==> config.mk <==
export PLATFORM = sky130hd
export DESIGN_NAME = slot_allocator_with_fifo_waitlist
export DESIGN_NICKNAME = d
export VERILOG_FILES = /design/src/rtl/core/slot_alloc_pkg.sv /design/src/rtl/core/slot_alloc_ctrl.sv /design/src/rtl/core/slot_alloc_dp.sv /design/src/rtl/core/slot_allocator_with_fifo_waitlist.sv
export SDC_FILE = /design/constraint.sdc
export NUM_CORES = 1
export LEC_CHECK = 0
export BUFFER_PORTS_ARGS = -buffer_cell sky130_fd_sc_hd__buf_2
export CAP_MARGIN = 5
export CORE_MARGIN = 3
export CORE_UTILIZATION = 50
export DETAILED_ROUTE_END_ITERATION = 10
export PLACE_DENSITY_LB_ADDON = 0.3
export REMOVE_ABC_BUFFERS = 1
export SLEW_MARGIN = 20
export SYNTH_ARGS = -nofsm -noshare
export SYNTH_HDL_FRONTEND = slang
export SYNTH_SLANG_ARGS = --single-unit
==> constraint.sdc <==
create_clock -name clk -period 4.2 [get_ports clk]
set_input_delay 0.84 -clock clk [delete_from_list [all_inputs] [get_ports clk]]
set_output_delay 0.84 -clock clk [all_outputs]
set_load 0.05 [all_outputs]
==> src/rtl/core/slot_alloc_pkg.sv <==
// Shared field widths, codes and control structures of the slot allocator.
package slot_alloc_pkg;

	localparam int FUNC_W      = 1;
	localparam int SLOT_W      = 4;
	localparam int STATUS_W    = 3;
	localparam int ID_W        = 16;
	localparam int WAITERS_W   = 5;
	localparam int CFG_W       = 4;
	localparam int IN_TDATA_W  = 8;
	localparam int OUT_TDATA_W = 48;
	localparam int OUT_PAD_W   = OUT_TDATA_W - (SLOT_W + 2 * ID_W + WAITERS_W);

	localparam logic [CFG_W-1:0] CFG_RESET = 4'd5;

	localparam logic [FUNC_W-1:0] FUNC_RESERVE = 1'b0;
	localparam logic [FUNC_W-1:0] FUNC_CANCEL  = 1'b1;

	typedef enum logic [STATUS_W-1:0] {
		STAT_SEATED     = 3'd0,
		STAT_WAITLISTED = 3'd1,
		STAT_REJECTED   = 3'd2,
		STAT_INVALID    = 3'd3,
		STAT_NOT_BOOKED = 3'd4,
		STAT_CANCELLED  = 3'd5
	} status_t;

	// Commands from the controller to the datapath.
	typedef struct packed {
		logic load;
		logic lookup;
		logic commit;
	} dp_cmd_t;

	// Status from the datapath to the controller.
	typedef struct packed {
		logic out_free;
	} dp_stat_t;

endpackage

==> src/rtl/core/slot_alloc_ctrl.sv <==
// Controller state machine of the slot allocator: capture, look up, commit.
module slot_alloc_ctrl (
	input  logic                    clk,
	input  logic                    arst_n,
	input  logic                    s_tvalid,
	output logic                    s_tready,
	input  slot_alloc_pkg::dp_stat_t stat,
	output slot_alloc_pkg::dp_cmd_t  cmd
);
	import slot_alloc_pkg::*;

	typedef enum logic [2:0] {
		S_IDLE   = 3'b001,
		S_LOOK   = 3'b010,
		S_COMMIT = 3'b100
	} state_t;

	state_t state_q;
	state_t state_d;

	assign s_tready = (state_q == S_IDLE);

	always_comb begin
		state_d = state_q;
		cmd     = '0;
		unique case (state_q)
			S_IDLE: begin
				if (s_tvalid) begin
					cmd.load = 1'b1;
					state_d  = S_LOOK;
				end
			end
			S_LOOK: begin
				cmd.lookup = 1'b1;
				state_d    = S_COMMIT;
			end
			S_COMMIT: begin
				// Wait here until the output register can take the result.
				if (stat.out_free) begin
					cmd.commit = 1'b1;
					state_d    = S_IDLE;
				end
			end
			default: begin
				state_d = S_IDLE;
			end
		endcase
	end

	always_ff @(posedge clk or negedge arst_n) begin
		if (!arst_n) begin
			state_q <= S_IDLE;
		end else begin
			state_q <= state_d;
		end
	end

`ifndef ASSERT_OFF
	// Every accepted request moves on to the lookup state; commit follows once the output register has room.
	a_load_then_lookup: assert property (@(posedge clk) disable iff (!arst_n)
		cmd.load |=> cmd.lookup)
		else $error("lookup did not follow an accepted request");

	a_commit_needs_room: assert property (@(posedge clk) disable iff (!arst_n)
		cmd.commit |-> stat.out_free)
		else $error("commit issued while the output register was occupied");

	a_one_cmd: assert property (@(posedge clk) disable iff (!arst_n)
		$onehot0({cmd.load, cmd.lookup, cmd.commit}))
		else $error("more than one datapath command in a cycle");
`endif

endmodule

==> src/rtl/core/slot_alloc_dp.sv <==
// Datapath of the slot allocator: slot owners, waitlist FIFO, id counter, result register.
module slot_alloc_dp #(
	parameter int SLOTS      = 8,
	parameter int WAIT_DEPTH = 16,
	parameter int ID_BITS    = 16
) (
	input  logic                                   clk,
	input  logic                                   arst_n,
	input  logic                                   cfg_we,
	input  logic [slot_alloc_pkg::CFG_W-1:0]       cfg_wdata,
	input  logic [slot_alloc_pkg::FUNC_W-1:0]      in_func,
	input  logic [slot_alloc_pkg::SLOT_W-1:0]      in_slot,
	input  slot_alloc_pkg::dp_cmd_t                cmd,
	output slot_alloc_pkg::dp_stat_t               stat,
	input  logic                                   m_tready,
	output logic                                   m_tvalid,
	output logic [slot_alloc_pkg::STATUS_W-1:0]    m_tuser,
	output logic [slot_alloc_pkg::OUT_TDATA_W-1:0] m_tdata
);
	import slot_alloc_pkg::*;

	localparam int SIW = (SLOTS > 1) ? $clog2(SLOTS) : 1;
	localparam int WPW = $clog2(WAIT_DEPTH);
	localparam int CW  = $clog2(WAIT_DEPTH + 1);

	// Configuration and control state
	logic [CFG_W-1:0]   cfg_q;
	logic [ID_BITS-1:0] owner_q [SLOTS];
	logic [WPW-1:0]     head_q;
	logic [WPW-1:0]     tail_q;
	logic [CW-1:0]      count_q;
	logic [ID_BITS-1:0] next_id_q;
	logic [ID_BITS-1:0] wait_mem [WAIT_DEPTH];

	// Captured request
	logic [FUNC_W-1:0]  func_s1;
	logic [SLOT_W-1:0]  slot_s1;

	// Lookup results
	logic [FUNC_W-1:0]  func_s2;
	logic [SLOT_W-1:0]  slot_s2;
	logic               slot_ok_s2;
	logic [SIW-1:0]     cidx_s2;
	logic [ID_BITS-1:0] owner_s2;
	logic               free_hit_s2;
	logic [SIW-1:0]     free_idx_s2;
	logic [ID_BITS-1:0] head_data_s2;

	// Result register
	logic               out_valid_q;
	status_t            out_status_q;
	logic [SLOT_W-1:0]  out_slot_q;
	logic [ID_W-1:0]    out_gid_q;
	logic [ID_W-1:0]    out_cid_q;
	logic [WAITERS_W-1:0] out_waiters_q;

	// Combinational signals
	logic [SLOTS-1:0]   free_vec;
	logic               free_hit;
	logic [SIW-1:0]     free_idx;
	logic               slot_ok;
	logic [SIW-1:0]     cidx;

	status_t            res_status;
	logic [SLOT_W-1:0]  res_slot;
	logic [ID_BITS-1:0] res_gid;
	logic [ID_BITS-1:0] res_cid;
	logic               push;
	logic               pop;
	logic               advance;
	logic               owner_we;
	logic [SIW-1:0]     owner_widx;
	logic [ID_BITS-1:0] owner_wdata;
	logic [CW-1:0]      count_next;

	always_comb begin
		for (int i = 0; i < SLOTS; i++) begin
			free_vec[i] = (i < int'(cfg_q)) && (owner_q[i] == '0);
		end
	end

	// Lowest free enabled slot
	always_comb begin
		free_hit = 1'b0;
		free_idx = '0;
		for (int i = SLOTS - 1; i >= 0; i--) begin
			if (free_vec[i]) begin
				free_hit = 1'b1;
				free_idx = SIW'(i);
			end
		end
	end

	assign slot_ok = (slot_s1 != '0) && (int'(slot_s1) <= int'(cfg_q))
		&& (int'(slot_s1) <= SLOTS);
	assign cidx    = SIW'(slot_s1 - SLOT_W'(1));

	always_ff @(posedge clk) begin
		if (cmd.load) begin
			func_s1 <= in_func;
			slot_s1 <= in_slot;
		end
		if (cmd.lookup) begin
			func_s2      <= func_s1;
			slot_s2      <= slot_s1;
			slot_ok_s2   <= slot_ok;
			cidx_s2      <= cidx;
			owner_s2     <= slot_ok ? owner_q[cidx] : '0;
			free_hit_s2  <= free_hit;
			free_idx_s2  <= free_idx;
			head_data_s2 <= wait_mem[head_q];
		end
		if (cmd.commit && push) begin
			wait_mem[tail_q] <= next_id_q;
		end
	end

	always_comb begin
		res_status  = STAT_REJECTED;
		res_slot    = '0;
		res_gid     = '0;
		res_cid     = '0;
		push        = 1'b0;
		pop         = 1'b0;
		advance     = 1'b0;
		owner_we    = 1'b0;
		owner_widx  = free_idx_s2;
		owner_wdata = next_id_q;
		if (func_s2 == FUNC_RESERVE) begin
			priority if (free_hit_s2) begin
				owner_we   = 1'b1;
				res_status = STAT_SEATED;
				res_slot   = SLOT_W'(free_idx_s2) + SLOT_W'(1);
				res_gid    = next_id_q;
				advance    = 1'b1;
			end else if (count_q < CW'(WAIT_DEPTH)) begin
				push       = 1'b1;
				res_status = STAT_WAITLISTED;
				res_gid    = next_id_q;
				advance    = 1'b1;
			end else begin
				res_status = STAT_REJECTED;
			end
		end else begin
			priority if (!slot_ok_s2) begin
				res_status = STAT_INVALID;
			end else if (owner_s2 == '0) begin
				res_status = STAT_NOT_BOOKED;
			end else begin
				res_status = STAT_CANCELLED;
				res_cid    = owner_s2;
				owner_we   = 1'b1;
				owner_widx = cidx_s2;
				if (count_q != '0) begin
					// The oldest waiter takes over the released slot.
					pop         = 1'b1;
					owner_wdata = head_data_s2;
					res_slot    = slot_s2;
					res_gid     = head_data_s2;
				end else begin
					owner_wdata = '0;
				end
			end
		end
	end

	assign count_next = count_q + CW'(push) - CW'(pop);

	always_ff @(posedge clk or negedge arst_n) begin
		if (!arst_n) begin
			cfg_q     <= CFG_RESET;
			head_q    <= '0;
			tail_q    <= '0;
			count_q   <= '0;
			next_id_q <= ID_BITS'(1);
			for (int i = 0; i < SLOTS; i++) begin
				owner_q[i] <= '0;
			end
		end else begin
			if (cfg_we) begin
				cfg_q <= cfg_wdata;
			end
			if (cmd.commit) begin
				if (owner_we) begin
					owner_q[owner_widx] <= owner_wdata;
				end
				if (push) begin
					tail_q <= (tail_q == WPW'(WAIT_DEPTH - 1)) ? '0 : tail_q + WPW'(1);
				end
				if (pop) begin
					head_q <= (head_q == WPW'(WAIT_DEPTH - 1)) ? '0 : head_q + WPW'(1);
				end
				count_q <= count_next;
				if (advance) begin
					next_id_q <= (next_id_q == {ID_BITS{1'b1}}) ? ID_BITS'(1)
						: next_id_q + ID_BITS'(1);
				end
			end
		end
	end

	always_ff @(posedge clk or negedge arst_n) begin
		if (!arst_n) begin
			out_valid_q <= 1'b0;
		end else if (cmd.commit) begin
			out_valid_q <= 1'b1;
		end else if (m_tready) begin
			out_valid_q <= 1'b0;
		end
	end

	always_ff @(posedge clk) begin
		if (cmd.commit) begin
			out_status_q  <= res_status;
			out_slot_q    <= res_slot;
			out_gid_q     <= ID_W'(res_gid);
			out_cid_q     <= ID_W'(res_cid);
			out_waiters_q <= WAITERS_W'(count_next);
		end
	end

	assign stat.out_free = !out_valid_q || m_tready;
	assign m_tvalid      = out_valid_q;
	assign m_tuser       = out_status_q;
	assign m_tdata       = {{OUT_PAD_W{1'b0}}, out_waiters_q, out_cid_q, out_gid_q, out_slot_q};

`ifndef ASSERT_OFF
	a_count_bound: assert property (@(posedge clk) disable iff (!arst_n)
		count_q <= CW'(WAIT_DEPTH))
		else $error("waitlist count beyond its depth");

	a_empty_ptrs: assert property (@(posedge clk) disable iff (!arst_n)
		(count_q == '0) |-> (head_q == tail_q))
		else $error("empty waitlist with differing pointers");

	a_id_nonzero: assert property (@(posedge clk) disable iff (!arst_n)
		next_id_q != '0)
		else $error("request id counter reached zero");

	a_result_from_commit: assert property (@(posedge clk) disable iff (!arst_n)
		$rose(out_valid_q) |-> $past(cmd.commit))
		else $error("result appeared without a commit");
`endif

endmodule

==> src/rtl/core/slot_allocator_with_fifo_waitlist.sv <==
// Top level of the slot allocator with a FIFO waitlist.
// Each request on the slave stream is either a reserve (tuser 0) or a cancel
// (tuser 1) of the one-based slot in tdata. A reserve seats a fresh request id
// in the lowest free enabled slot; with no slot free the id joins a circular
// FIFO waitlist, and with that list full too the request is rejected without
// using an id. A cancel of a booked slot hands the slot to the oldest waiter,
// or frees it when nobody waits. Ids count from 1 up to all ones and wrap to
// 1, so id 0 always means none. Every request yields exactly one result on the
// master stream. A request is captured in the idle state that accepts it,
// looked up in the lookup state (the registered read of the waitlist head
// and the search for the lowest free slot) and committed in the commit
// state, which waits until the output register can take the result; the
// next request is accepted only once the controller is back in its idle
// state, so requests are handled one at a time and do not overlap. The
// output register lets a new request be accepted while the previous result
// still waits to be taken. The slot count register is written through
// cfg_we/cfg_wdata and resets to five enabled slots; values above SLOTS act
// as SLOTS. The waitlist store needs no clearing pass after reset, so
// requests are taken from the first cycle.
module slot_allocator_with_fifo_waitlist #(
	parameter int SLOTS      = 8,
	parameter int WAIT_DEPTH = 16,
	parameter int ID_BITS    = 16
) (
	input  logic                                   clk,
	input  logic                                   arst_n,
	// Slot count register write
	input  logic                                   cfg_we,
	input  logic [slot_alloc_pkg::CFG_W-1:0]       cfg_wdata,   // slots_in_use
	// Request stream
	input  logic                                   s_tvalid,
	output logic                                   s_tready,
	input  logic [slot_alloc_pkg::IN_TDATA_W-1:0]  s_tdata,     // [3:0] slot_number
	input  logic [slot_alloc_pkg::FUNC_W-1:0]      s_tuser,     // [0] func
	// Result stream
	output logic                                   m_tvalid,
	input  logic                                   m_tready,
	// [3:0] slot_granted, [19:4] granted_id, [35:20] cancelled_id, [40:36] waiters
	output logic [slot_alloc_pkg::OUT_TDATA_W-1:0] m_tdata,
	output logic [slot_alloc_pkg::STATUS_W-1:0]    m_tuser      // [2:0] status
);
	import slot_alloc_pkg::*;

	dp_cmd_t  cmd;
	dp_stat_t stat;

	// Sequencing of one request at a time through capture, lookup and commit.
	slot_alloc_ctrl u_ctrl (
		.clk      (clk),
		.arst_n   (arst_n),
		.s_tvalid (s_tvalid),
		.s_tready (s_tready),
		.stat     (stat),
		.cmd      (cmd)
	);

	// Slot owners, waitlist, id counter and the result register.
	slot_alloc_dp #(
		.SLOTS      (SLOTS),
		.WAIT_DEPTH (WAIT_DEPTH),
		.ID_BITS    (ID_BITS)
	) u_dp (
		.clk       (clk),
		.arst_n    (arst_n),
		.cfg_we    (cfg_we),
		.cfg_wdata (cfg_wdata),
		.in_func   (s_tuser),
		.in_slot   (s_tdata[SLOT_W-1:0]),
		.cmd       (cmd),
		.stat      (stat),
		.m_tready  (m_tready),
		.m_tvalid  (m_tvalid),
		.m_tuser   (m_tuser),
		.m_tdata   (m_tdata)
	);

endmodule

# Word-level counts from Yosys, hierarchy flattened
# Memory sizes are Yosys's and may differ from the RTL's. A register that Yosys moved wholly into a read port is not among the register bits.
# Cells that the tools add are included.
# totals
register_bits,243
ram_bits,256
input_bits,18
elab_cells,164
n_memories,1
# op_classes
add_sub_neg,7
n_lt_le_gt_ge,14
n_eq_ne,8
n_mux,64
bitwise,4
reduce_logical,35
# mem_list
memory,depth,width,rd,rd_ports_with_merged_regs,wr,line,text
u_dp.wait_mem,16,16,1,1,1,slot_alloc_dp.sv:33,logic [ID_BITS-1:0] wait_mem [WAIT_DEPTH];
# op_table
op,n
$mux W16,13
$logic_not A16 Y1,9
$bwmux W128,1
$bmux W16 S3,1
$demux W16 S3,1
$mux W3,12
$mux W4,7
$mux W1,25
$add A16 B1 Y16 const B,1
$eq A16 B16 Y1 const B,1
$lt A3 B4 Y1 const A,4
$logic_and A1 B1 Y1,12
$reduce_and A2 Y1,5
$pmux W3 S3,1
$add A4 B1 Y4 const B,2
$eq A4 B4 Y1 const B,2
$ge A4 B4 Y1 const B,2
$lt A1 B4 Y1 const A,2
$lt A2 B4 Y1 const A,2
$not A3 Y4,2
$reduce_or A7 Y1,1
$mux W2,3
$add A5 B1 Y5,1
$lt A5 B5 Y1 const B,1
other kinds (19),21

# Longest topological paths before layout
# logic_depth
word_depth,10
ltp_mapped,15

# Cells and area by module
# From an unflattened synthesis, not the netlist that was laid out.
# unflattened
hier_cells,1431
area_unflattened_um2,21669.5
# modules_own_cells
mod,n_inst,cells_per_inst,area_each_um2,seq_area_each_um2
slot_alloc_dp,1,1419,21508.1,14567.7
slot_alloc_ctrl,1,12,161.4,76.3

# Worst setup path after synthesis
# OpenSTA, ideal clock, no wires.
# synth_path
path_kind,reg-to-reg
start,reg u_dp.slot_s1[0]
end,reg u_dp.owner_s2[4] (data pin)
setup_ns,0.275
t_arrival_ns,3.303
setup_slack_ns,0.622
path_stages_with_launch,11
path_buffers,5
cell_sequence,edfxtp_1 clkbuf_1 buf_1 clkbuf_1 inv_1 ha_1 clkbuf_1 buf_1 mux4_2 nand2_1 a21oi_1
# synth_via
elab_chain_len,5
# synth_lines
element,line,text
"start, declared",slot_alloc_dp.sv:37,logic [SLOT_W-1:0] slot_s1;
"start signal, assigned",slot_alloc_dp.sv:101,slot_s1 <= in_slot;
$sub A3 B1 Y3,slot_alloc_dp.sv:96,assign cidx = SIW'(slot_s1 - SLOT_W'(1));
net u_dp.cidx[0],slot_alloc_dp.sv:62,logic [SIW-1:0] cidx;
$not A3 Y4 (implied by the code),slot_alloc_dp.sv:108,owner_s2 <= slot_ok ? owner_q[cidx] : '0;
$bmux W16 S3,slot_alloc_dp.sv:108,
$mux W16 (implied by the code) (2 in a row),slot_alloc_dp.sv:108,
"end signal, assigned",slot_alloc_dp.sv:108,
"end, declared",slot_alloc_dp.sv:44,logic [ID_BITS-1:0] owner_s2;
# The timed path passes the listed nets, and every way through them passes these cells. The select of a mux whose other input is x is not followed.
# A chain may end at the register's enable or synchronous reset.

# Worst setup path after layout
# layout_path
start,reg u_dp.owner_s2[1]
end,reg u_dp.count_q[4]
# layout_via
elab_chain_len,5
# layout_lines
element,line,text
$logic_not A16 Y1,slot_alloc_dp.sv:147,end else if (owner_s2 == '0) begin
$mux W1,slot_alloc_dp.sv:147,
$mux W1,slot_alloc_dp.sv:145,priority if (!slot_ok_s2) begin
$mux W1,slot_alloc_dp.sv:129,if (func_s2 == FUNC_RESERVE) begin
$sub A5 B1 Y5,slot_alloc_dp.sv:167,assign count_next = count_q + CW'(push) - CW'(pop);
net u_dp.count_next[4],slot_alloc_dp.sv:74,logic [CW-1:0] count_next;
"end signal, assigned",slot_alloc_dp.sv:193,count_q <= count_next;
"end, declared",slot_alloc_dp.sv:31,logic [CW-1:0] count_q;
# The timed path passes the listed nets, and every way through them passes these cells.

==> results.rst <==
.. list-table::
   :header-rows: 1

   * - Metric
     - Value
   * - Wire length reported by the detailed router
     - ~49000 um
   * - Areal power density over the cells
     - 508 mW/mm2
   * - Fill cell count
     - 3247
   * - Number of failing hold endpoints at the final stage
     - 0
   * - Average cell area after synthesis
     - between 15 and 20 um2
   * - Post-Layout Inst Area
     - 0.0246 mm2
   * - Max frequency
     - approximately 0.27 GHz
   * - Worst setup slack for register-to-register paths
     - slightly above 500 ps
   * - Adder-cell share of the synthesized area
     - 0.0113
   * - Delay of the slowest critical-path stage
     - 610 ps
   * - Area used by sequential logic in the layout
     - 0.0146 mm2
   * - Remaining DRCs
     - 0
   * - Summed negative setup slack over all endpoints
     - 0 ps
   * - Die Outline Area
     - 0.0460 mm2
   * - Proportion of netlist area held by the largest area contributor
     - 0.484
   * - X dimension of the die
     - 214 um
   * - Ys async rst share
     - 0.320
   * - Inserted Diodes
     - 0
   * - Commonest cells after routing, fill and taps aside
     - sky130_fd_sc_hd__edfxtp_1 (350), sky130_fd_sc_hd__dfrtp_1 (159), sky130_fd_sc_hd__mux2_2 (129), sky130_fd_sc_hd__nand2_1 (90), sky130_fd_sc_hd__mux4_2 (64)
   * - Most used cell, CP
     - sky130_fd_sc_hd__ha_1
   * - Slowest library cell on the worst path
     - sky130_fd_sc_hd__or4_1
   * - Cell Count, Final, Fillers Out
     - 2067
   * - Pin count of the biggest net entering global routing
     - 109
   * - Unrepaired setup endpoints after global routing
     - no
   * - Number of buffers inserted by hold repair at cts
     - 0
   * - Main combinational cell family by area after synthesis
     - multiplexers
   * - Sort of element at the end of the critical path
     - flip-flop
   * - Number of max-capacitance violations reported
     - 0
   * - Status
     - complete, no violations
   * - Post-Place Cells
     - 1970
   * - HPWL after DPL
     - 31900 um
   * - EDFF count, synth
     - 350
   * - Post-synthesis instance area
     - 0.0217 mm2
   * - CTS tree
     - done
   * - Routed wire per std cell
     - 23.6 um
   * - Number of setup violations in the final report
     - 0
   * - Combined area of the multi-input logic cells
     - 0.00671 mm2
   * - Number of top-level design ports
     - a little over 70
   * - Crit path arrival time
     - 4190 ps
   * - Cell types with the largest area share after synthesis
     - sky130_fd_sc_hd__edfxtp_1 (48%), sky130_fd_sc_hd__dfrtp_1 (19%), sky130_fd_sc_hd__mux2_2 (6.7%)
   * - Global-route wire length before repair
     - 76200 um
   * - Root Driver
     - sky130_fd_sc_hd__clkbuf_16
   * - Final Skew
     - 17.7 ps
   * - Post-synth top flop
     - sky130_fd_sc_hd__edfxtp_1
   * - Crit. path cell count
     - 12
   * - Data required time at the worst endpoint
     - 4700 ps
   * - Compound-gate portion of the synthesized area
     - 0.0574
   * - Most common cell after layout, fill and taps aside
     - sky130_fd_sc_hd__edfxtp_1
   * - H-tree level count
     - 2
   * - Total via count in the routed design
     - around 12000
   * - Number of buffers created by CTS
     - 51
   * - Crit Path Category
     - reg -> reg
   * - Via count of the first global-routing pass
     - 12600
   * - Final count of pins violating max slew
     - 0
   * - Std-Cell Rows
     - 75
   * - WP buf/inv
     - 1
   * - Worst slew margin relative to its limit
     - 0.320
   * - Crit Reg-Reg Endpoint
     - u_dp.count_q[4]$_DFFE_PN0P_
   * - Final Critical Period
     - about 3700 ps
   * - # nets final
     - 1484
   * - Simple-gate portion of the synthesized area
     - 0.0639
   * - Critical Path, Cell by Cell
     - or4_4 > or4_1 > and3_4 > ha_1 > inv_1 > ha_1 > fa_1 > a21oi_1 > o21bai_1 > xnor2_1 > nand2_1 > o21ai_0
   * - Count of clock tree sinks
     - about 500
   * - Proportion of synthesized area in mux cells
     - 0.166
   * - Warnings from Yosys
     - 0
   * - Layout area overhead
     - 13.2%
   * - Violation count after the first detailed-routing iteration
     - 1224
   * - Initial Utilization
     - 0.512
   * - Number of instances in the synthesized netlist
     - between 1000 and 1500
   * - Highest net fanout along the worst path
     - 39
   * - Clock network latency to the later pin of the worst-skew pair
     - 610 ps
   * - Number of buffers added on ports
     - 59
   * - GP Congestion
     - between 0.8 and 0.9
   * - Sequential element share of the synthesized area
     - 0.674
   * - Die Span Y
     - around 210 um
   * - Post-CTS setup buffer count
     - 0
   * - Clock transition time at the flip-flop clock pins of the worst setup and hold paths
     - around 60 ps
   * - Tcrit/Tclk final
     - 0.878
   * - Post-placement cell area
     - between 0.02 and 0.025 mm2
   * - Standard cell core area
     - approximately 0.042 mm2
   * - Post-synthesis sequential element count
     - 515
   * - First-pass iteration count of the detailed router
     - 5
   * - Layout cells sized above 1
     - 0.281
   * - Overflow left after global routing
     - 0
   * - Hold/Removal Path Class
     - in -> async
   * - Crit start category
     - flip-flop
   * - Maximum ir drop on the vdd rail
     - ~0.33 mV
   * - Worst Reg-to-Reg Cells
     - 12
   * - Startpoint of the lowest-slack register-to-register path
     - u_dp.owner_s2[1]$_SDFFCE_PN0N_
   * - Actual transition at the worst max-transition pin
     - 1020 ps
   * - Distinct cell type count of the synthesized netlist
     - 63
   * - Area share of xor/xnor cells in the synthesized design
     - 0.00806
   * - Initial antenna violation count
     - 0
   * - Tot GR Track Use
     - 0.215
   * - Remaining antenna violation count after routing
     - 0
   * - Post-CTS resize count
     - 0
   * - Average via count per standard cell
     - 5.97
   * - Family with the most delay on the worst path
     - simple AND/OR/NAND/NOR gates
   * - Clk buf depth
     - 3
   * - Leading area contributor after synthesis
     - sky130_fd_sc_hd__edfxtp_1
   * - Leakage dissipation
     - 9.67 nW
==> cell usage after synthesis (9+ instances only) <==
| cell | n |
|---|---|
| sky130_fd_sc_hd__a21oi_1 | 45 |
| sky130_fd_sc_hd__a221oi_1 | 16 |
| sky130_fd_sc_hd__a22o_1 | 32 |
| sky130_fd_sc_hd__a22oi_1 | 17 |
| sky130_fd_sc_hd__and2_1 | 33 |
| sky130_fd_sc_hd__and3_1 | 9 |
| sky130_fd_sc_hd__buf_1 | 11 |
| sky130_fd_sc_hd__buf_4 | 12 |
| sky130_fd_sc_hd__clkbuf_1 | 41 |
| sky130_fd_sc_hd__dfrtp_1 | 161 |
| sky130_fd_sc_hd__edfxtp_1 | 350 |
| sky130_fd_sc_hd__ha_1 | 18 |
| sky130_fd_sc_hd__inv_1 | 19 |
| sky130_fd_sc_hd__mux2_2 | 129 |
| sky130_fd_sc_hd__mux2i_1 | 53 |
| sky130_fd_sc_hd__mux4_2 | 64 |
| sky130_fd_sc_hd__nand2_1 | 90 |
| sky130_fd_sc_hd__nand3_1 | 11 |
| sky130_fd_sc_hd__nor2_1 | 24 |
| sky130_fd_sc_hd__nor3_1 | 12 |
| sky130_fd_sc_hd__nor4_1 | 27 |
| sky130_fd_sc_hd__o21ai_0 | 47 |
| sky130_fd_sc_hd__or4_1 | 9 |
| sky130_fd_sc_hd__xnor2_1 | 13 |
==> worst max-delay path by stage <==
| stage | startpoint | slack (ps) | to |
|---|---|---|---|
| final | u_dp.owner_s2[1]$_SDFFCE_PN0N_ | 510 | u_dp.count_q[4]$_DFFE_PN0P_ |
| after global routing | u_dp.owner_s2[9]$_SDFFCE_PN0N_ | 300 | u_dp.count_q[4]$_DFFE_PN0P_ |
| after CTS | u_dp.owner_s2[9]$_SDFFCE_PN0N_ | 500 | u_dp.count_q[4]$_DFFE_PN0P_ |
| after detailed placement | u_dp.owner_s2[9]$_SDFFCE_PN0N_ | 560 | u_dp.count_q[4]$_DFFE_PN0P_ |
| after global placement | u_dp.owner_s2[9]$_SDFFCE_PN0N_ | 580 | u_dp.count_q[4]$_DFFE_PN0P_ |
| after floorplan | u_dp.head_q[0]$_DFFE_PN0P_ | -270 | u_dp.head_data_s2[10]$_DFFE_PN_ |
==> layer usage <==
layer / vias to the layer above / track usage / share of wire
met4: 0 / 0.0641 / 0.023
li1: 5441 / - / -
met1: 6391 / 0.306 / 0.44
met5: - / 0 / 0
met2: 429 / 0.340 / 0.47
met3: 71 / 0.0424 / 0.062
==> sequential cells by signal, summed over array words and instances, names as in the netlist, 3 cells and up <==
name / count
u_dp.count_q: 5
u_dp.out_cid_q: 16
u_dp.slot_s1: 4
u_dp.out_gid_q: 16
u_dp.slot_s2: 4
u_dp.free_idx_s2: 3
u_dp.cidx_s2: 3
u_ctrl.state_q: 3
u_dp.m_tuser: 3
u_dp.next_id_q: 16
u_dp.out_waiters_q: 5
u_dp.out_slot_q: 4
u_dp.cfg_q: 4
u_dp.wait_mem: 256
u_dp.owner_s2: 16
u_dp.head_q: 4
u_dp.tail_q: 4
u_dp.head_data_s2: 16
u_dp.owner_q: 128
==> where the power goes <==
group          switching [mW]  internal, mW
registers               0.296          5.73
clock network            1.95          2.67
logic                    1.08         0.753
total                    3.33          9.15
==> worst register-to-register path: cells and delay by family, from the launching register on <==
family | cells | cell delay, ps
xor+xnor | 1 | 240
simple gates | 4 | 1600
flops | 1 | 390
buf+inv | 1 | 40
compound gates | 3 | 360
fa+ha+maj | 3 | 980
==> kinds of logic (layout without fill, tap and decap cells) <==
logic type                 count (synthesis)  after routing
adders and majority gates                 19             19
xor gates and xnor gates                  20             20
and+or+nand+nor                          262            262
other                                      1              7
AOI/OAI and AO/OA                        184            184
DFF                                      515            515
buffers and inverters                     93            224
muxes                                    259            259
==> stage by stage <==
stage,hold slack (ps),total power [mW],util,setup slack (ps)
after floorplan,400,7.42,-,-272
after global placement,447,7.90,0.538,584
after detailed placement,416,7.94,0.538,557
after CTS,391,12.6,0.579,502
after global routing,395,13.0,0.580,305
final,350,12.5,0.580,514
==> layout make-up <==
class,count,share of cell area
inverters,21,0.00321
clock buffers,64,0.0564
multi-input cells,751,0.273
clock inverters,32,0.0138
repair buffers,107,0.0285
well taps,577,0.0294
flip-flops and latches,515,0.596
Note: power is estimated with default switching activity, not from simulation.
